==> src/rtl/core/rfpd_pkg.sv <==
package rfpd_pkg;

    localparam int ACCEL_W   = 20;
    localparam int ALT_W     = 24;
    localparam int TIME_W    = 32;
    localparam int MAG_W     = 20;
    localparam int MARGIN_W  = 23;
    localparam int LOCK_W    = 16;
    localparam int CFG_ADDR_W = 3;
    localparam int CFG_DATA_W = 23;
    localparam int IN_DATA_W  = 120;
    localparam int OUT_DATA_W = 40;

    localparam int SQ_W   = 40;
    localparam int ROOT_W = 41;

    localparam int QUEUE_DEPTH_DEF = 2;

    localparam int WEIGHT_ONE   = 256;
    localparam int WEIGHT_BASE  = 179;
    localparam int WEIGHT_ALT   = 77;
    localparam int WEIGHT_MAG   = 205;

    localparam logic [TIME_W-1:0] BASE_WIN_LO = 32'd1000;
    localparam logic [TIME_W-1:0] BASE_WIN_HI = 32'd2000;

    localparam logic [MAG_W-1:0]    LAUNCH_ACCEL_RST  = 20'd30720;
    localparam logic [MAG_W-1:0]    LANDED_ACCEL_RST  = 20'd10035;
    localparam logic [MARGIN_W-1:0] LANDING_MARGIN_RST = 23'd1600;
    localparam logic [LOCK_W-1:0]   APOGEE_LOCK_RST   = 16'd2000;
    localparam logic [LOCK_W-1:0]   LANDING_LOCK_RST  = 16'd5000;
    localparam logic [LOCK_W-1:0]   COMPLETE_DELAY_RST = 16'd5000;

    typedef enum logic [2:0] {
        PH_IDLE     = 3'd0,
        PH_ASCENT   = 3'd1,
        PH_DESCENT  = 3'd2,
        PH_LANDED   = 3'd3,
        PH_COMPLETE = 3'd4
    } phase_t;

    typedef enum logic [2:0] {
        EV_NONE     = 3'd0,
        EV_LAUNCH   = 3'd1,
        EV_APOGEE   = 3'd2,
        EV_TOUCHDOWN = 3'd3,
        EV_COMPLETE = 3'd4
    } event_t;

    typedef enum logic [CFG_ADDR_W-1:0] {
        CFG_LAUNCH_ACCEL   = 3'd0,
        CFG_LANDED_ACCEL   = 3'd1,
        CFG_LANDING_MARGIN = 3'd2,
        CFG_APOGEE_LOCK    = 3'd3,
        CFG_LANDING_LOCK   = 3'd4,
        CFG_COMPLETE_DELAY = 3'd5
    } cfg_index_t;

    typedef enum logic [1:0] {
        FR_IDLE,
        FR_SQUARE,
        FR_ROOT,
        FR_PUSH
    } front_state_t;

    typedef enum logic [1:0] {
        BK_IDLE,
        BK_FILTER,
        BK_EMIT
    } back_state_t;

    typedef struct packed {
        logic [MAG_W-1:0]        mag;
        logic signed [ALT_W-1:0] alt;
        logic [TIME_W-1:0]       stamp;
    } sample_t;

    typedef struct packed {
        logic [MAG_W-1:0]    launch_accel;
        logic [MAG_W-1:0]    landed_accel;
        logic [MARGIN_W-1:0] landing_margin;
        logic [LOCK_W-1:0]   apogee_lock;
        logic [LOCK_W-1:0]   landing_lock;
        logic [LOCK_W-1:0]   complete_delay;
    } cfg_t;

    typedef struct packed {
        logic [OUT_DATA_W-35:0]  pad;
        logic signed [ALT_W-1:0] peak_altitude;
        event_t                  event_code;
        logic                    landing_now;
        logic                    apogee_now;
        logic                    launch_now;
        logic                    in_flight;
        phase_t                  phase;
    } result_t;

    function automatic logic signed [ALT_W-1:0] blend_alt(
        input logic signed [ALT_W-1:0] prior,
        input logic signed [ALT_W-1:0] meas,
        input logic [8:0]              w
    );
        logic signed [33:0] wa;
        logic signed [33:0] wb;
        logic signed [33:0] sum;
        wa  = signed'(34'(w));
        wb  = signed'(34'(WEIGHT_ONE) - 34'(w));
        sum = wa * 34'(prior) + wb * 34'(meas);
        return sum[31:8];
    endfunction

endpackage

==> src/rtl/core/rfpd_front.sv <==
module rfpd_front
    import rfpd_pkg::*;
(
    input  logic                 aclk,
    input  logic                 aresetn,
    input  logic                 s_tvalid,
    output logic                 s_tready,
    input  logic [IN_DATA_W-1:0] s_tdata,
    output logic                 push,
    input  logic                 full,
    output sample_t              push_data
);

    front_state_t             state_reg, state_next;
    logic [1:0]               idx_reg, idx_next;
    logic signed [ACCEL_W-1:0] ax_reg, ax_next;
    logic signed [ACCEL_W-1:0] ay_reg, ay_next;
    logic signed [ACCEL_W-1:0] az_reg, az_next;
    logic signed [ALT_W-1:0]  alt_reg, alt_next;
    logic [TIME_W-1:0]        stamp_reg, stamp_next;
    logic [SQ_W-1:0]          prod_reg, prod_next;
    logic [SQ_W-1:0]          rem_reg, rem_next;
    logic [ROOT_W-1:0]        res_reg, res_next;
    logic [ROOT_W-1:0]        bit_reg, bit_next;

    always_ff @(posedge aclk) begin
        if (!aresetn) begin
            state_reg <= FR_IDLE;
            idx_reg   <= '0;
        end else begin
            state_reg <= state_next;
            idx_reg   <= idx_next;
        end
        ax_reg    <= ax_next;
        ay_reg    <= ay_next;
        az_reg    <= az_next;
        alt_reg   <= alt_next;
        stamp_reg <= stamp_next;
        prod_reg  <= prod_next;
        rem_reg   <= rem_next;
        res_reg   <= res_next;
        bit_reg   <= bit_next;
    end

    always_comb begin
        logic signed [ACCEL_W-1:0] op;
        logic signed [SQ_W-1:0]    sq;
        logic [ROOT_W-1:0]         trial;
        state_next = state_reg;
        idx_next   = idx_reg;
        ax_next    = ax_reg;
        ay_next    = ay_reg;
        az_next    = az_reg;
        alt_next   = alt_reg;
        stamp_next = stamp_reg;
        prod_next  = prod_reg;
        rem_next   = rem_reg;
        res_next   = res_reg;
        bit_next   = bit_reg;
        push       = 1'b0;
        s_tready   = (state_reg == FR_IDLE);
        case (idx_reg)
            2'd0:    op = ax_reg;
            2'd1:    op = ay_reg;
            2'd2:    op = az_reg;
            default: op = '0;
        endcase
        sq    = op * op;
        trial = res_reg + bit_reg;
        case (state_reg)
            FR_IDLE: begin
                if (s_tvalid) begin
                    ax_next    = s_tdata[19:0];
                    ay_next    = s_tdata[39:20];
                    az_next    = s_tdata[59:40];
                    alt_next   = s_tdata[83:60];
                    stamp_next = s_tdata[115:84];
                    prod_next  = '0;
                    rem_next   = '0;
                    idx_next   = '0;
                    state_next = FR_SQUARE;
                end
            end
            FR_SQUARE: begin
                prod_next = unsigned'(sq);
                rem_next  = rem_reg + prod_reg;
                idx_next  = idx_reg + 2'd1;
                if (idx_reg == 2'd3) begin
                    res_next   = '0;
                    bit_next   = {1'b1, {(ROOT_W-1){1'b0}}};
                    state_next = FR_ROOT;
                end
            end
            FR_ROOT: begin
                if ({1'b0, rem_reg} >= trial) begin
                    rem_next = rem_reg - trial[SQ_W-1:0];
                    res_next = (res_reg >> 1) + bit_reg;
                end else begin
                    res_next = res_reg >> 1;
                end
                bit_next = bit_reg >> 2;
                if (bit_reg == ROOT_W'(1)) begin
                    state_next = FR_PUSH;
                end
            end
            FR_PUSH: begin
                if (!full) begin
                    push       = 1'b1;
                    state_next = FR_IDLE;
                end
            end
            default: state_next = FR_IDLE;
        endcase
    end

    assign push_data.mag   = res_reg[MAG_W-1:0];
    assign push_data.alt   = alt_reg;
    assign push_data.stamp = stamp_reg;

endmodule

==> src/rtl/core/rfpd_queue.sv <==
module rfpd_queue
    import rfpd_pkg::*;
#(
    parameter int DEPTH = QUEUE_DEPTH_DEF
) (
    input  logic    aclk,
    input  logic    aresetn,
    input  logic    push,
    input  sample_t push_data,
    output logic    full,
    input  logic    pop,
    output sample_t pop_data,
    output logic    empty
);

    localparam int PTR_W = $clog2(DEPTH);
    localparam int CNT_W = $clog2(DEPTH + 1);

    sample_t            entries_reg [DEPTH];
    logic [PTR_W-1:0]   wr_ptr_reg, wr_ptr_next;
    logic [PTR_W-1:0]   rd_ptr_reg, rd_ptr_next;
    logic [CNT_W-1:0]   count_reg, count_next;

    always_ff @(posedge aclk) begin
        if (!aresetn) begin
            wr_ptr_reg <= '0;
            rd_ptr_reg <= '0;
            count_reg  <= '0;
        end else begin
            wr_ptr_reg <= wr_ptr_next;
            rd_ptr_reg <= rd_ptr_next;
            count_reg  <= count_next;
        end
        if (push) begin
            entries_reg[wr_ptr_reg] <= push_data;
        end
    end

    always_comb begin
        wr_ptr_next = wr_ptr_reg;
        rd_ptr_next = rd_ptr_reg;
        count_next  = count_reg;
        if (push) begin
            wr_ptr_next = (wr_ptr_reg == PTR_W'(DEPTH - 1)) ? '0 : wr_ptr_reg + PTR_W'(1);
        end
        if (pop) begin
            rd_ptr_next = (rd_ptr_reg == PTR_W'(DEPTH - 1)) ? '0 : rd_ptr_reg + PTR_W'(1);
        end
        if (push && !pop) begin
            count_next = count_reg + CNT_W'(1);
        end else if (pop && !push) begin
            count_next = count_reg - CNT_W'(1);
        end
    end

    assign full     = (count_reg == CNT_W'(DEPTH));
    assign empty    = (count_reg == '0);
    assign pop_data = entries_reg[rd_ptr_reg];

endmodule

==> src/rtl/core/rfpd_back.sv <==
module rfpd_back
    import rfpd_pkg::*;
(
    input  logic                  aclk,
    input  logic                  aresetn,
    input  cfg_t                  cfg,
    input  logic                  empty,
    output logic                  pop,
    input  sample_t               pop_data,
    output logic                  m_tvalid,
    input  logic                  m_tready,
    output logic [OUT_DATA_W-1:0] m_tdata
);

    back_state_t             state_reg, state_next;
    sample_t                 smp_reg, smp_next;
    logic signed [ALT_W-1:0] base_f_reg, base_f_next;
    logic signed [ALT_W-1:0] smooth_f_reg, smooth_f_next;
    logic [MAG_W-1:0]        mag_f_reg, mag_f_next;

    phase_t                  phase_reg, phase_next;
    logic signed [ALT_W-1:0] baseline_reg, baseline_next;
    logic signed [ALT_W-1:0] smooth_reg, smooth_next;
    logic signed [ALT_W-1:0] highest_reg, highest_next;
    logic [MAG_W-1:0]        smag_reg, smag_next;
    logic [TIME_W-1:0]       launch_t_reg, launch_t_next;
    logic [TIME_W-1:0]       apogee_t_reg, apogee_t_next;
    logic [TIME_W-1:0]       landed_t_reg, landed_t_next;

    logic                    out_valid_reg, out_valid_next;
    result_t                 out_reg, out_next;

    always_ff @(posedge aclk) begin
        if (!aresetn) begin
            state_reg     <= BK_IDLE;
            phase_reg     <= PH_IDLE;
            baseline_reg  <= '0;
            smooth_reg    <= '0;
            highest_reg   <= '0;
            smag_reg      <= '0;
            launch_t_reg  <= '0;
            apogee_t_reg  <= '0;
            landed_t_reg  <= '0;
            out_valid_reg <= 1'b0;
        end else begin
            state_reg     <= state_next;
            phase_reg     <= phase_next;
            baseline_reg  <= baseline_next;
            smooth_reg    <= smooth_next;
            highest_reg   <= highest_next;
            smag_reg      <= smag_next;
            launch_t_reg  <= launch_t_next;
            apogee_t_reg  <= apogee_t_next;
            landed_t_reg  <= landed_t_next;
            out_valid_reg <= out_valid_next;
        end
        smp_reg      <= smp_next;
        base_f_reg   <= base_f_next;
        smooth_f_reg <= smooth_f_next;
        mag_f_reg    <= mag_f_next;
        out_reg      <= out_next;
    end

    always_comb begin
        logic [28:0]             mag_sum;
        logic signed [25:0]      alt_rel;
        logic                    in_window;
        logic                    go;
        phase_t                  ph;
        event_t                  ev;
        state_next     = state_reg;
        smp_next       = smp_reg;
        base_f_next    = base_f_reg;
        smooth_f_next  = smooth_f_reg;
        mag_f_next     = mag_f_reg;
        phase_next     = phase_reg;
        baseline_next  = baseline_reg;
        smooth_next    = smooth_reg;
        highest_next   = highest_reg;
        smag_next      = smag_reg;
        launch_t_next  = launch_t_reg;
        apogee_t_next  = apogee_t_reg;
        landed_t_next  = landed_t_reg;
        out_next       = out_reg;
        out_valid_next = out_valid_reg && !m_tready;
        pop            = 1'b0;
        ph             = phase_reg;
        ev             = EV_NONE;
        mag_sum = 29'(WEIGHT_MAG) * 29'(smag_reg)
                + 29'(WEIGHT_ONE - WEIGHT_MAG) * 29'(smp_reg.mag);
        alt_rel   = 26'(smp_reg.alt) - 26'(baseline_reg);
        in_window = (smp_reg.stamp > BASE_WIN_LO) && (smp_reg.stamp < BASE_WIN_HI);
        go        = !out_valid_reg || m_tready;
        case (state_reg)
            BK_IDLE: begin
                if (!empty) begin
                    pop        = 1'b1;
                    smp_next   = pop_data;
                    state_next = BK_FILTER;
                end
            end
            BK_FILTER: begin
                base_f_next   = blend_alt(baseline_reg, smp_reg.alt, 9'(WEIGHT_BASE));
                smooth_f_next = blend_alt(smooth_reg, smp_reg.alt, 9'(WEIGHT_ALT));
                mag_f_next    = mag_sum[27:8];
                state_next    = BK_EMIT;
            end
            BK_EMIT: begin
                if (go) begin
                    case (phase_reg)
                        PH_IDLE: begin
                            if (in_window) begin
                                baseline_next = base_f_reg;
                            end
                            if (smp_reg.mag > cfg.launch_accel) begin
                                ph            = PH_ASCENT;
                                launch_t_next = smp_reg.stamp;
                                ev            = EV_LAUNCH;
                            end
                        end
                        PH_ASCENT: begin
                            smooth_next = smooth_f_reg;
                            if ((smp_reg.stamp - launch_t_reg) > 32'(cfg.apogee_lock)
                                    && highest_reg > smooth_f_reg) begin
                                ph            = PH_DESCENT;
                                apogee_t_next = smp_reg.stamp;
                                ev            = EV_APOGEE;
                            end else if (smooth_f_reg > highest_reg) begin
                                highest_next = smooth_f_reg;
                            end
                        end
                        PH_DESCENT: begin
                            smag_next = mag_f_reg;
                            if (alt_rel < signed'(26'(cfg.landing_margin))
                                    && mag_f_reg < cfg.landed_accel
                                    && (smp_reg.stamp - apogee_t_reg)
                                        > 32'(cfg.landing_lock)) begin
                                ph            = PH_LANDED;
                                landed_t_next = smp_reg.stamp;
                                ev            = EV_TOUCHDOWN;
                            end
                        end
                        PH_LANDED: begin
                            if ((smp_reg.stamp - landed_t_reg) > 32'(cfg.complete_delay)) begin
                                ph = PH_COMPLETE;
                                ev = EV_COMPLETE;
                            end
                        end
                        default: ;
                    endcase
                    phase_next             = ph;
                    out_next.pad           = '0;
                    out_next.peak_altitude = highest_next;
                    out_next.event_code    = ev;
                    out_next.phase         = ph;
                    out_next.in_flight     = (ph == PH_ASCENT) || (ph == PH_DESCENT);
                    out_next.launch_now    = (phase_reg == PH_IDLE) && (ph == PH_ASCENT);
                    out_next.apogee_now    = (phase_reg == PH_ASCENT) && (ph == PH_DESCENT);
                    out_next.landing_now   = (phase_reg != PH_LANDED) && (ph == PH_LANDED);
                    out_valid_next         = 1'b1;
                    state_next             = BK_IDLE;
                end
            end
            default: state_next = BK_IDLE;
        endcase
    end

    assign m_tvalid = out_valid_reg;
    assign m_tdata  = out_reg;

endmodule

==> src/rtl/core/rocket_flight_phase_detector_top.sv <==
// path: front squares, roots and queues each word; back pops, filters and registers it
// flow: the front takes one word at a time and holds s_tready low through the square
// accumulation, the 21-step shift-and-subtract square root and the push into the queue
// stalls: with m_tready held low, five words are taken before s_tready stays low
// reset: aresetn is synchronous, active low; phase goes to idle, flight state and
// event times to zero, thresholds and lockouts to their default values
module rocket_flight_phase_detector_top
    import rfpd_pkg::*;
#(
    parameter int QUEUE_DEPTH = QUEUE_DEPTH_DEF
) (
    input  logic                  aclk,
    input  logic                  aresetn,
    input  logic                  cfg_we,
    input  logic [CFG_ADDR_W-1:0] cfg_addr,
    input  logic [CFG_DATA_W-1:0] cfg_wdata,
    input  logic                  s_tvalid,
    output logic                  s_tready,
    // accel_x, accel_y, accel_z, altitude, sample_time_ms, zero pad
    input  logic [IN_DATA_W-1:0]  s_tdata,
    output logic                  m_tvalid,
    input  logic                  m_tready,
    // phase, in_flight, launch_now, apogee_now, landing_now, event_code,
    // peak_altitude, zero pad
    output logic [OUT_DATA_W-1:0] m_tdata
);

    cfg_t    cfg_reg, cfg_next;
    logic    q_push, q_full, q_pop, q_empty;
    sample_t q_in, q_out;

    always_ff @(posedge aclk) begin
        if (!aresetn) begin
            cfg_reg.launch_accel   <= LAUNCH_ACCEL_RST;
            cfg_reg.landed_accel   <= LANDED_ACCEL_RST;
            cfg_reg.landing_margin <= LANDING_MARGIN_RST;
            cfg_reg.apogee_lock    <= APOGEE_LOCK_RST;
            cfg_reg.landing_lock   <= LANDING_LOCK_RST;
            cfg_reg.complete_delay <= COMPLETE_DELAY_RST;
        end else begin
            cfg_reg <= cfg_next;
        end
    end

    always_comb begin
        cfg_next = cfg_reg;
        if (cfg_we) begin
            case (cfg_index_t'(cfg_addr))
                CFG_LAUNCH_ACCEL:   cfg_next.launch_accel   = cfg_wdata[MAG_W-1:0];
                CFG_LANDED_ACCEL:   cfg_next.landed_accel   = cfg_wdata[MAG_W-1:0];
                CFG_LANDING_MARGIN: cfg_next.landing_margin = cfg_wdata[MARGIN_W-1:0];
                CFG_APOGEE_LOCK:    cfg_next.apogee_lock    = cfg_wdata[LOCK_W-1:0];
                CFG_LANDING_LOCK:   cfg_next.landing_lock   = cfg_wdata[LOCK_W-1:0];
                CFG_COMPLETE_DELAY: cfg_next.complete_delay = cfg_wdata[LOCK_W-1:0];
                default: ;
            endcase
        end
    end

    rfpd_front u_front (
        .aclk      (aclk),
        .aresetn   (aresetn),
        .s_tvalid  (s_tvalid),
        .s_tready  (s_tready),
        .s_tdata   (s_tdata),
        .push      (q_push),
        .full      (q_full),
        .push_data (q_in)
    );

    rfpd_queue #(
        .DEPTH (QUEUE_DEPTH)
    ) u_queue (
        .aclk      (aclk),
        .aresetn   (aresetn),
        .push      (q_push),
        .push_data (q_in),
        .full      (q_full),
        .pop       (q_pop),
        .pop_data  (q_out),
        .empty     (q_empty)
    );

    rfpd_back u_back (
        .aclk     (aclk),
        .aresetn  (aresetn),
        .cfg      (cfg_reg),
        .empty    (q_empty),
        .pop      (q_pop),
        .pop_data (q_out),
        .m_tvalid (m_tvalid),
        .m_tready (m_tready),
        .m_tdata  (m_tdata)
    );

    assert property (@(posedge aclk) disable iff (!aresetn) !(q_push && q_full))
        else $error("push into full queue");

    assert property (@(posedge aclk) disable iff (!aresetn) !(q_pop && q_empty))
        else $error("pop from empty queue");

    assert property (@(posedge aclk) disable iff (!aresetn)
        (s_tvalid && s_tready) |=> !s_tready)
        else $error("front took a second word while busy");

    assert property (@(posedge aclk) disable iff (!aresetn)
        (m_tvalid && m_tdata[4]) |-> (m_tdata[2:0] == PH_ASCENT && m_tdata[9:7] == EV_LAUNCH))
        else $error("launch flag without ascent phase and launch event");

endmodule

==> config.mk <==
export PLATFORM = sky130hd
export DESIGN_NAME = rocket_flight_phase_detector_top
export DESIGN_NICKNAME = d
export VERILOG_FILES = /design/src/rtl/core/rfpd_pkg.sv /design/src/rtl/core/rfpd_front.sv /design/src/rtl/core/rfpd_queue.sv /design/src/rtl/core/rfpd_back.sv /design/src/rtl/core/rocket_flight_phase_detector_top.sv
export SDC_FILE = /design/constraint.sdc
export NUM_CORES = 2
export LEC_CHECK = 0
export ABC_AREA = 1
export BUFFER_PORTS_ARGS = -buffer_cell sky130_fd_sc_hd__buf_2
export CORE_UTILIZATION = 60
export CTS_CLUSTER_SIZE = 12
export DETAILED_ROUTE_END_ITERATION = 10
export PLACE_DENSITY = 0.77
export SLEW_MARGIN = 20
export SYNTH_ARGS = -nofsm -noshare
export SYNTH_HDL_FRONTEND = slang
export SYNTH_SLANG_ARGS = --single-unit
==> constraint.sdc <==
create_clock -name aclk -period 9.16 [get_ports aclk]
set_input_delay 0.916 -clock aclk [delete_from_list [all_inputs] [get_ports aclk]]
set_output_delay 0.916 -clock aclk [all_outputs]
set_load 0.05 [all_outputs]
==> results.cfg <==
[cells_and_area]
drive_gt1_share_pct = 5.132
fin_nets = 11830
area_growth_pct = 7.490
fillers = 11440
fin_cells = 11880
largest_register_ff_count = 152

[yosys]
yosysSeqAreaShare_pct = 28.51
synth-main-ff-cell = edfxtp_1
synth_edf_count = 587
yosysTopAreaCell = edfxtp_1
synth_warnings = 0
yosys-top-cells-area = edfxtp_1 21%, fa_1 20%, ha_1 14%, inv_1 9.8%, nand2_1 7.9%
synth-seq-cells = 900
async_flop_share_pct = 0
syn_area_um2 = 83810
avgSynthCellArea_um2 = 8.582
ys_types = 67
yosysTopAreaCellShare_pct = 21.03
synthCells = 9766

[critical_path]
cp_num_cells = 31
path_buf_inv = 7
cp.required_ns = 9.75
crit_family = adder cells
reg2reg_depth = 31
endpoint_kind = flop
crit_type = reg2reg
worst_path_largest_cell_delay_ns = 0.71
rr_startpoint = u_front.idx_reg[0]$_SDFFE_PN0P_
cp.arrival_ns = 9.15
cp_max_fo = 17
slowest_stage = fa_1
crit_path_start = u_front.idx_reg[0]$_SDFFE_PN0P_
path_common_cell = fa_1
start_kind = flop

[die]
initial_utilization_pct = 60.73
die_w_um = 375.7
io_pins = 193
core_um2 = 138000
num_rows = 136
die_area_um2 = 141200
die_h_um = 375.7

[min_path]
hp-start = s_tdata[112]
hold_depth = 1
hold_path_class = in2reg

[timing]
skew_ns = 0.03886
drv_slew = 0
finalCritPeriodShare_pct = 93.48
final_hold_viol_count = 0
max_slew.worst_pin.slew_ns = 1.139
min_period_ns = 8.562
maxSlewHeadroom_pct = 23.48
fmax_mhz = 116.8
fin_setup_tns_ns = 0
setup_violations = 0
rsz0062_at_grt = false

[detailed_routing]
drtIter0Drc = 5110
vias_per_cell = 5.526
drc = 0
drt_pre_antenna_iters = 8
vias = 65670
wirelength_mm = 216.4
routedWlPerCell_um = 18.21
drtAntennaViolNets = 0

[clock_tree]
cts-root-buf = clkbuf_16
clockBufferDepth = 3
cts.clk_slew.worst_paths_ns = 0.06
numCtsBuffers = 99
clk_latency_ns = 0.74
post_cts_resize_count = 0
cts.sinks = 900
h-tree-depth = 3
postCtsHoldBufs = 0
tritoncts = done
cts_setup_buffers = 0

[outcome]
outcome = finished, final reports clean

[grt]
antenna_found_initial = 14
grt_util_all_layers_pct = 31.23
grt_pass1_wl_mm = 348.5
grt_max_degree = 138
grt_pass1_vias = 67420
grt.overflow.total = 0

[job]
maxCapViolCount = 0

[place]
placed_cells = 11700
port_buffers = 182
dp_hpwl_mm = 173.8
finalWeightedCongestion = 0.9866
==> per-layer routing <==
metal	vias up	global-route usage (%)	part of all wire [%]
met5	-	0	0.023
li1	31370	-	-
met2	2153	53.58	49
met4	8	12.43	4.3
met1	31610	39.83	41
met3	531	4.305	6.7
==> per-stage QoR <==
stage / utilization, % / hold slack, ns / instance area, um^2 / setup slack, ns
floorplan: - / 0.4215 / 83830 / 1.561
detailed placement: 62.92 / 0.4304 / 86830 / 0.5381
global placement: 62.92 / 0.4230 / 86830 / 0.7648
CTS: 65.26 / 0.2932 / 90070 / 0.4959
finish: 65.28 / 0.3538 / 90090 / 0.5976
global route: 65.27 / 0.3193 / 90080 / 0.04207
==> cell families after synthesis <==
kind of cell	share of synthesized area [%]
and+or+nand+nor	14.71
xor gates and xnor gates	2.789
AOI/OAI and AO/OA	9.646
buffers and inverters	10.85
DFF	28.51
other	0.004474
adders and majority gates	33.49
==> layout make-up <==
cell class	count	area [um^2]	share of cell area [%]
flip-flops and latches	900	23900	26.53
diodes	4	10.01	0.01111
well taps	1863	2331	2.587
clock buffers	143	2799	3.107
inverters	2204	8282	9.193
repair buffers	248	1413	1.568
multi-input cells	6480	50920	56.52
clock inverters	41	437.9	0.4861
==> synth_stat cells (all sizes together), types with 2 or more instances <==
| cell type | n |
|---|---|
| inv | 2198 |
| nand2 | 1778 |
| ha | 914 |
| fa | 831 |
| nor2 | 700 |
| a21oi | 699 |
| edfxtp | 587 |
| o21ai | 517 |
| dfxtp | 313 |
| nand3 | 257 |
| xor2 | 182 |
| clkbuf | 143 |
| nor3 | 91 |
| xnor2 | 84 |
| nand4 | 80 |
| nor4 | 53 |
| buf | 44 |
| o21a | 44 |
| o21bai | 44 |
| a31oi | 41 |
| o211ai | 40 |
| o221ai | 18 |
| a21o | 16 |
| a211oi | 14 |
| and2 | 11 |
| or2 | 10 |
| clkinv | 6 |
| nand3b | 6 |
| a21boi | 5 |
| o31ai | 5 |
| a31o | 4 |
| nor4b | 4 |
| o2111ai | 3 |
| or4 | 3 |
| a2111oi | 2 |
| a221oi | 2 |
| a22oi | 2 |
| a32o | 2 |
| nor3b | 2 |
| o32ai | 2 |
==> cell usage in the layout, fill, tap and decap left out, drive strengths merged, types with 4 or more instances in the layout <==
master     n
a211oi    14
a21boi     5
a21o      16
a21oi    699
a31o       4
a31oi     41
and2      11
buf      248
bufinv     5
clkbuf   143
clkinv    32
conb       6
dfxtp    313
diode      4
edfxtp   587
fa       831
ha       914
inv     2207
nand2   1778
nand3    257
nand3b     6
nand4     80
nor2     700
nor3      91
nor4      53
nor4b      4
o211ai    40
o21a      44
o21ai    517
o21bai    44
o221ai    18
o31ai      5
or2       10
xnor2     84
xor2     182
==> final timing paths <==
path / end / slack, ns
worst max-delay path: u_front.prod_reg[39]$_SDFFCE_PN0P_ / 0.60
worst min-delay path: u_front.stamp_reg[28]$_DFFE_PP_ / 0.35
worst max register to register: u_front.prod_reg[39]$_SDFFCE_PN0P_ / 0.60
worst min register to register: u_queue.entries_reg[1][13]$_DFFE_PP_ / 0.43
Power is left out: the tool's default activity adds up to more than one toggle a clock period on the data nets, which glitch-free logic cannot reach.
